==> src/hw/rtl/mmpe_pkg.sv <==
package mmpe_pkg;

	// Request codes
	localparam logic [1:0] REQ_DRAW     = 2'd0;
	localparam logic [1:0] REQ_LOAD     = 2'd1;
	localparam logic [1:0] REQ_FINALIZE = 2'd2;

	// Generator mode codes
	localparam logic [1:0] MODE_SPLITMIX = 2'd0;
	localparam logic [1:0] MODE_WYRAND   = 2'd1;
	localparam logic [1:0] MODE_LEHMER   = 2'd2;
	localparam logic [1:0] MODE_XORSHIFT = 2'd3;

	// Register byte addresses
	localparam logic [2:0] ADDR_MODE = 3'd0;

	// Mixing and step constants
	localparam logic [63:0] MURMUR_MUL_A = 64'hff51afd7ed558ccd;
	localparam logic [63:0] MURMUR_MUL_B = 64'hc4ceb9fe1a85ec53;
	localparam logic [63:0] SPLIT_GAMMA  = 64'h9e3779b97f4a7c15;
	localparam logic [63:0] SPLIT_MUL_A  = 64'hbf58476d1ce4e5b9;
	localparam logic [63:0] SPLIT_MUL_B  = 64'h94d049bb133111eb;
	localparam logic [63:0] WY_INCR      = 64'h60bee2bee120fc15;
	localparam logic [63:0] WY_MUL_A     = 64'ha3b195354a39b70d;
	localparam logic [63:0] WY_MUL_B     = 64'h1b03738712fad5c9;
	localparam logic [63:0] LEHMER_MUL   = 64'hda942042e4dd58b5;
	localparam logic [63:0] XS_OUT_MUL   = 64'hd989bcacc137dcd5;

	// Operation in flight
	typedef enum logic [2:0] {
		OP_MURMUR   = 3'd0,
		OP_SPLITMIX = 3'd1,
		OP_WYRAND   = 3'd2,
		OP_LEHMER   = 3'd3,
		OP_XORSHIFT = 3'd4
	} op_t;

	// Sequencer states
	typedef enum logic [3:0] {
		ST_IDLE = 4'b0001,
		ST_MUL  = 4'b0010,
		ST_ACC  = 4'b0100,
		ST_POST = 4'b1000
	} fsm_t;

	// Multiplier constant for an operation and its pass
	function automatic logic [63:0] mul_const(input op_t op, input logic pass);
		logic [63:0] c;
		c = LEHMER_MUL;
		case (op)
			OP_MURMUR:   c = pass ? MURMUR_MUL_B : MURMUR_MUL_A;
			OP_SPLITMIX: c = pass ? SPLIT_MUL_B : SPLIT_MUL_A;
			OP_WYRAND:   c = pass ? WY_MUL_B : WY_MUL_A;
			OP_LEHMER:   c = LEHMER_MUL;
			OP_XORSHIFT: c = XS_OUT_MUL;
			default:     c = LEHMER_MUL;
		endcase
		return c;
	endfunction

endpackage

==> src/hw/rtl/multi_mode_prng_engine.sv <==
// Multi-mode random engine with one 64-bit state word: draws with splitmix64, wyrand,
// lehmer64 or a truncated xorshift (mode register at address 0), loads the state, or
// murmur-finalizes an operand. Every 64x64 product is built on one shared 32x32
// multiplier, four partial products per pass, under a small sequencer. A load writes the
// state and returns nothing; lehmer64 and xorshift draws run one multiply pass, while
// splitmix64, wyrand and finalize run two. Each pass issues the four partial products,
// then goes through an accumulate step and a post-processing step. A new item is taken
// only when the sequencer is idle; a finished result waits in the output register
// meanwhile, and a stalled output holds the sequencer in post-processing until the
// register frees up.
module multi_mode_prng_engine (
	input  logic        clk,
	input  logic        arst_n,
	// request channel
	input  logic        in_valid,
	output logic        in_stall,
	input  logic [1:0]  req_type,
	input  logic [63:0] operand_value,
	// result channel
	output logic        out_valid,
	input  logic        out_stall,
	output logic [63:0] random_value,
	// configuration port
	input  logic        psel,
	input  logic        penable,
	input  logic        pwrite,
	input  logic [2:0]  paddr,
	input  logic [31:0] pwdata,
	output logic [31:0] prdata,
	output logic        pready
);

	mmpe_pkg::fsm_t fsm_q;
	mmpe_pkg::op_t  op_q;
	logic           pass_q;
	logic [1:0]     pp_q;
	logic [63:0]    gen_state_q;
	logic [1:0]     mode_q;
	logic [63:0]    a_q;
	logic [127:0]   acc_q;
	logic           acc_clr;
	logic [63:0]    prod_q;
	logic [1:0]     prod_sh_q;
	logic           prod_vld_q;
	logic [63:0]    res_q;
	logic           out_valid_q;

	logic           in_acc;
	logic           out_acc;
	logic [63:0]    cst;
	logic [31:0]    mul_a;
	logic [31:0]    mul_b;
	logic [63:0]    mul_p;
	logic [127:0]   prod_ext;
	logic [63:0]    lo;
	logic [63:0]    hi;
	logic [63:0]    s_split;
	logic [63:0]    s_wy;
	logic [63:0]    xs1;
	logic [63:0]    xs2;
	logic [63:0]    xs3;
	logic           last_pass;
	logic [63:0]    post_res;
	logic [63:0]    post_next_a;
	logic           finish_ok;

	// Handshakes
	assign in_stall     = (fsm_q != mmpe_pkg::ST_IDLE);
	assign in_acc       = in_valid && !in_stall;
	assign out_acc      = out_valid_q && !out_stall;
	assign out_valid    = out_valid_q;
	assign random_value = res_q;

	// Configuration port
	assign pready = 1'b1;
	assign prdata = (paddr[2] == mmpe_pkg::ADDR_MODE[2]) ? {30'd0, mode_q} : 32'd0;

	always_ff @(posedge clk or negedge arst_n) begin
		if (!arst_n) begin
			mode_q <= mmpe_pkg::MODE_SPLITMIX;
		end else if (psel && penable && pwrite && pready
				&& paddr[2] == mmpe_pkg::ADDR_MODE[2]) begin
			mode_q <= pwdata[1:0];
		end
	end

	// Shared 32x32 multiplier: k0 al*bl, k1 al*bh, k2 ah*bl, k3 ah*bh
	assign cst   = mmpe_pkg::mul_const(op_q, pass_q);
	assign mul_a = pp_q[1] ? a_q[63:32] : a_q[31:0];
	assign mul_b = pp_q[0] ? cst[63:32] : cst[31:0];
	assign mul_p = 64'(mul_a) * 64'(mul_b);

	always_ff @(posedge clk or negedge arst_n) begin
		if (!arst_n) begin
			prod_vld_q <= 1'b0;
		end else begin
			prod_vld_q <= (fsm_q == mmpe_pkg::ST_MUL);
		end
	end

	always_ff @(posedge clk) begin
		prod_q    <= mul_p;
		prod_sh_q <= 2'(pp_q[1]) + 2'(pp_q[0]);
	end

	// Align registered partial product and accumulate
	always_comb begin
		case (prod_sh_q)
			2'd0:    prod_ext = {64'd0, prod_q};
			2'd1:    prod_ext = {32'd0, prod_q, 32'd0};
			2'd2:    prod_ext = {prod_q, 64'd0};
			default: prod_ext = 128'd0;
		endcase
	end

	always_ff @(posedge clk) begin
		if (acc_clr) begin
			acc_q <= 128'd0;
		end else if (prod_vld_q) begin
			acc_q <= acc_q + prod_ext;
		end
	end

	assign lo = acc_q[63:0];
	assign hi = acc_q[127:64];

	// Pre-mix values taken at acceptance
	assign s_split = gen_state_q + mmpe_pkg::SPLIT_GAMMA;
	assign s_wy    = gen_state_q + mmpe_pkg::WY_INCR;
	assign xs1     = gen_state_q ^ (gen_state_q >> 11);
	assign xs2     = xs1 ^ (xs1 << 31);
	assign xs3     = xs2 ^ (xs2 >> 18);

	// Post-processing of a finished product
	always_comb begin
		last_pass   = 1'b1;
		post_res    = hi;
		post_next_a = lo;
		case (op_q)
			mmpe_pkg::OP_MURMUR: begin
				last_pass   = pass_q;
				post_res    = lo ^ (lo >> 33);
				post_next_a = lo ^ (lo >> 33);
			end
			mmpe_pkg::OP_SPLITMIX: begin
				last_pass   = pass_q;
				post_res    = lo ^ (lo >> 31);
				post_next_a = lo ^ (lo >> 27);
			end
			mmpe_pkg::OP_WYRAND: begin
				last_pass   = pass_q;
				post_res    = hi ^ lo;
				post_next_a = hi ^ lo;
			end
			mmpe_pkg::OP_LEHMER: begin
				post_res = hi;
			end
			mmpe_pkg::OP_XORSHIFT: begin
				post_res = {32'd0, lo[63:32]};
			end
			default: begin
				post_res = hi;
			end
		endcase
	end

	// Result register is free or being emptied this cycle
	assign finish_ok = !out_valid_q || !out_stall;

	assign acc_clr = (fsm_q == mmpe_pkg::ST_IDLE)
		|| (fsm_q == mmpe_pkg::ST_POST && !last_pass);

	// Sequencer
	always_ff @(posedge clk or negedge arst_n) begin
		if (!arst_n) begin
			fsm_q       <= mmpe_pkg::ST_IDLE;
			op_q        <= mmpe_pkg::OP_MURMUR;
			pass_q      <= 1'b0;
			pp_q        <= 2'd0;
			gen_state_q <= 64'd0;
			out_valid_q <= 1'b0;
		end else begin
			if (out_acc) begin
				out_valid_q <= 1'b0;
			end
			case (fsm_q)
				mmpe_pkg::ST_IDLE: begin
					pass_q <= 1'b0;
					pp_q   <= 2'd0;
					if (in_acc) begin
						case (req_type)
							mmpe_pkg::REQ_LOAD: begin
								gen_state_q <= operand_value;
							end
							mmpe_pkg::REQ_FINALIZE: begin
								op_q  <= mmpe_pkg::OP_MURMUR;
								fsm_q <= mmpe_pkg::ST_MUL;
							end
							mmpe_pkg::REQ_DRAW: begin
								fsm_q <= mmpe_pkg::ST_MUL;
								case (mode_q)
									mmpe_pkg::MODE_SPLITMIX: begin
										op_q        <= mmpe_pkg::OP_SPLITMIX;
										gen_state_q <= s_split;
									end
									mmpe_pkg::MODE_WYRAND: begin
										op_q        <= mmpe_pkg::OP_WYRAND;
										gen_state_q <= s_wy;
									end
									mmpe_pkg::MODE_LEHMER: begin
										op_q <= mmpe_pkg::OP_LEHMER;
									end
									default: begin
										op_q        <= mmpe_pkg::OP_XORSHIFT;
										gen_state_q <= xs3;
									end
								endcase
							end
							default: begin
								// unused request code: dropped
							end
						endcase
					end
				end
				mmpe_pkg::ST_MUL: begin
					pp_q <= pp_q + 2'd1;
					if (pp_q == 2'd3) begin
						fsm_q <= mmpe_pkg::ST_ACC;
					end
				end
				mmpe_pkg::ST_ACC: begin
					fsm_q <= mmpe_pkg::ST_POST;
				end
				mmpe_pkg::ST_POST: begin
					if (!last_pass) begin
						pass_q <= 1'b1;
						fsm_q  <= mmpe_pkg::ST_MUL;
					end else if (finish_ok) begin
						if (op_q == mmpe_pkg::OP_LEHMER) begin
							gen_state_q <= lo;
						end
						out_valid_q <= 1'b1;
						fsm_q       <= mmpe_pkg::ST_IDLE;
					end
				end
				default: begin
					fsm_q <= mmpe_pkg::ST_IDLE;
				end
			endcase
		end
	end

	// Multiplier operand for the next pass; result capture
	always_ff @(posedge clk) begin
		if (in_acc) begin
			case (req_type)
				mmpe_pkg::REQ_FINALIZE: a_q <= operand_value ^ (operand_value >> 33);
				default: begin
					case (mode_q)
						mmpe_pkg::MODE_SPLITMIX: a_q <= s_split ^ (s_split >> 30);
						mmpe_pkg::MODE_WYRAND:   a_q <= s_wy;
						default:                 a_q <= gen_state_q;
					endcase
				end
			endcase
		end else if (fsm_q == mmpe_pkg::ST_POST && !last_pass) begin
			a_q <= post_next_a;
		end
		if (fsm_q == mmpe_pkg::ST_POST && last_pass && finish_ok) begin
			res_q <= post_res;
		end
	end

	// Checks
	a_mul_runs: assert property (@(posedge clk) disable iff (!arst_n)
		fsm_q == mmpe_pkg::ST_MUL |=>
			fsm_q == mmpe_pkg::ST_MUL || fsm_q == mmpe_pkg::ST_ACC)
		else $error("multiply pass left early");

	a_prod_in_pass: assert property (@(posedge clk) disable iff (!arst_n)
		prod_vld_q |-> fsm_q == mmpe_pkg::ST_MUL || fsm_q == mmpe_pkg::ST_ACC)
		else $error("partial product outside a pass");

	a_acc_wrapped: assert property (@(posedge clk) disable iff (!arst_n)
		fsm_q == mmpe_pkg::ST_ACC |-> pp_q == 2'd0)
		else $error("partial product counter not wrapped");

	a_second_pass: assert property (@(posedge clk) disable iff (!arst_n)
		(pass_q && fsm_q != mmpe_pkg::ST_IDLE) |->
			op_q != mmpe_pkg::OP_LEHMER && op_q != mmpe_pkg::OP_XORSHIFT)
		else $error("second pass on a single-multiply operation");

	a_no_result_lost: assert property (@(posedge clk) disable iff (!arst_n)
		(out_valid_q && out_stall) |=> out_valid_q)
		else $error("pending result dropped");

endmodule

==> config.mk <==
export PLATFORM = sky130hd
export DESIGN_NAME = multi_mode_prng_engine
export DESIGN_NICKNAME = d
export VERILOG_FILES = /design/src/hw/rtl/mmpe_pkg.sv /design/src/hw/rtl/multi_mode_prng_engine.sv
export SDC_FILE = /design/constraint.sdc
export NUM_CORES = 2
export LEC_CHECK = 0
export BUFFER_PORTS_ARGS = -buffer_cell sky130_fd_sc_hd__buf_2
export CORE_ASPECT_RATIO = 0.7
export CORE_MARGIN = 3
export CORE_UTILIZATION = 38
export DETAILED_ROUTE_END_ITERATION = 10
export GPL_TIMING_DRIVEN = 0
export SLEW_MARGIN = 25
export SYNTH_ARGS = -nofsm -noshare
export SYNTH_HDL_FRONTEND = slang
export SYNTH_SLANG_ARGS = --single-unit
==> constraint.sdc <==
create_clock -name clk -period 24.7 [get_ports clk]
set_input_delay 2.47 -clock clk [delete_from_list [all_inputs] [get_ports clk]]
set_output_delay 2.47 -clock clk [all_outputs]
set_load 0.005 [all_outputs]
==> metrics.csv <==
metric;value;unit
num_vias;70900;
cts_tree;done;
yosys_warnings;0;
ioPinCount;207;
start_kind;flop;
synth_edf_count;128;
finalNetCount;10100;
worstPathMaxFanout;10;
clock_latency;0.70;ns
hp-class;flop to flop;
gp_congestion;1.13;
setup_tns;0;ns
drtIter0Drc;11400;
period_needed;13.21;ns
core_area;0.178;mm^2
io_buffers;143;
via_per_inst;6.35;
synthTopCellsByCount;nor2_1 (1,094), inv_1 (947), nand2_1 (903), fa_1 (897), a21oi_1 (605);
yosysTopAreaCell;fa_1;
initial_utilization;38.5;%
worstSetupPathType;flop to flop;
drc;0;
cts_sinks;400;
cts_made_buffers;44;
tightest_slew;1.29;ns
synthArstFlopShare;19.5;%
synth_most_common_cell;nor2_1;
yosysSeqAreaShare;14.1;%
ys_ff_latch;400;
synthTopCellsByArea;fa_1 (26%), ha_1 (7.2%), nor2_1 (6.0%);
cts_setup_buffers;0;
antenna_found_initial;62;
hold_viol_final;0;
finalClockSkew;0.0642;ns
worst_hold_slack;0.550;ns
setup_viol;0;
outcome;complete, no violations;
die_w;513;um
required;25.15;ns
grt_max_degree;56;
maxSlewHeadroom;13.7;%
drive_above_1_share;6.64;%
clock_path_buffers;3;
final_cells;11200;
area_delta_synth_final;9.43;%
synth-main-ff-cell;dfxtp_1;
rows;129;
synth_cell_types;109;
multiInputGateArea;0.0532;mm^2
wl;427000;um
die_h;361;um
cp-end-kind;flop;
hold_buffers;0;
root_buffer;clkbuf_16;
cts_max_level;2;
ff_latch_area;0.00968;mm^2
wl_per_cell;38.2;um
cts.reportedPaths.clkPinSlew;0.08;ns
post_cts_resize_count;0;
grt_first_pass_wirelength;571000;um
overflow;0;
hpwl;359000;um
netlist_instances;8486;
place_inst;11000;
syn_area;0.0685;mm^2
detail_route.first_pass.iterations;9;
grt_pass1_vias;66000;
arrival;13.67;ns
max_freq;75.7;MHz
drv_cap;0;
grtUsageTotal;44.8;%
final_max_slew_viol_count;0;
synth_top_area_share;26.2;%
post-route-period-util;53.5;%
fillers;18400;
rsz0062_at_grt;false;
postRouteAntennaNets;0;
avgSynthCellArea;8.07;um^2
die-area;0.185;mm^2
==> cell type report <==
cell class,instances,area share [%]
tap,2358,3.94
inverter,952,4.77
sequential,400,12.9
multi-input combinational,6505,71.0
timing repair buffer,179,1.59
buffer,658,3.65
clock buffer,51,1.53
clock inverter,31,0.516
antenna,38,0.127
==> worst max-delay path, stage by stage, from the launching register on <==
cell and delay (ns):
dfrtp_1 0.34, clkbuf_1 0.31, clkbuf_1 0.50, buf_1 0.55, clkbuf_1 0.74, o21a_1 0.83, clkbuf_1 0.84, nand2_1 0.20
fa_1 0.60, inv_1 0.06, fa_1 0.50, fa_1 0.50, fa_1 0.62, fa_1 0.49, fa_1 0.50, fa_1 0.41
ha_1 0.40, ha_1 0.31, clkbuf_1 0.48, nand4_1 0.44, or2_2 0.46, o22ai_1 0.84, a211oi_1 0.26, nand3_1 0.23
a211oi_1 0.15, o31ai_1 0.53, a21oi_1 0.17, xnor2_1 0.71
==> cell families after synthesis <==
family	share of synthesized area (%)
DFF	14.1
buffers and inverters	9.06
and+or+nand+nor	16.5
AOI/OAI and AO/OA	17.6
xor gates and xnor gates	6.81
other	0.0110
muxes	2.47
adders and majority gates	33.5
==> layout by cell type (no fill, tap or decap), types with 128 or more instances in the layout <==
master | netlist | final
nand2_1 | 903 | 902
nor2_1 | 1094 | 1091
a21o_1 | 142 | 142
inv_1 | 947 | 947
fa_1 | 897 | 897
ha_1 | 396 | 396
dfxtp_1 | 194 | 194
xnor2_1 | 315 | 309
o21ai_0 | 361 | 353
a21oi_1 | 605 | 600
clkbuf_1 | 570 | 488
xor2_1 | 213 | 212
buf_2 | 11 | 162
edfxtp_1 | 128 | 128
==> metrics by stage <==
step	utilization [%]	area [um^2]	setup WS, ns
6_report	42.1	74900	11.49
3_3_place_gp	40.6	72300	11.70
3_5_place_dp	41.1	73200	12.01
2_1_floorplan	-	68600	15.86
4_1_cts	42.0	74700	11.95
5_1_grt	42.1	74900	11.50
==> sequential cells by signal, indices dropped and copies added (netlist names), 3 cells and up <==
| register | flops |
|---|---|
| acc_q | 128 |
| fsm_q | 4 |
| a_q | 64 |
| op_q | 3 |
| prod_q | 64 |
| random_value | 64 |
| gen_state_q | 64 |
==> routing by layer <==
layer	share of wire (%)	wire length [um]	global-route usage, %
met2	35	151000	54.8
met3	17	71000	22.9
met5	0.063	269	1.19
met1	43	184000	64.7
met4	4.8	20600	17.5
==> path summary, 6_finish.rpt <==
kind | startpoint | endpoint | slack, ns | cells past startpoint
min in group asynchronous | arst_n | gen_state_q[24] | 1.67 | 1
worst min register to register | acc_q[124] | acc_q[124] | 0.55 | 2
worst max register to register | op_q[2] | prod_q[62] | 11.49 | 27
worst max-delay path | op_q[2] | prod_q[62] | 11.49 | 27
max in group asynchronous | arst_n | out_valid | 22.26 | 2
worst min-delay path | acc_q[124] | acc_q[124] | 0.55 | 2
Power is not shown: default switching activity piles up to over one toggle a cycle in this logic, so the estimate is an artifact.
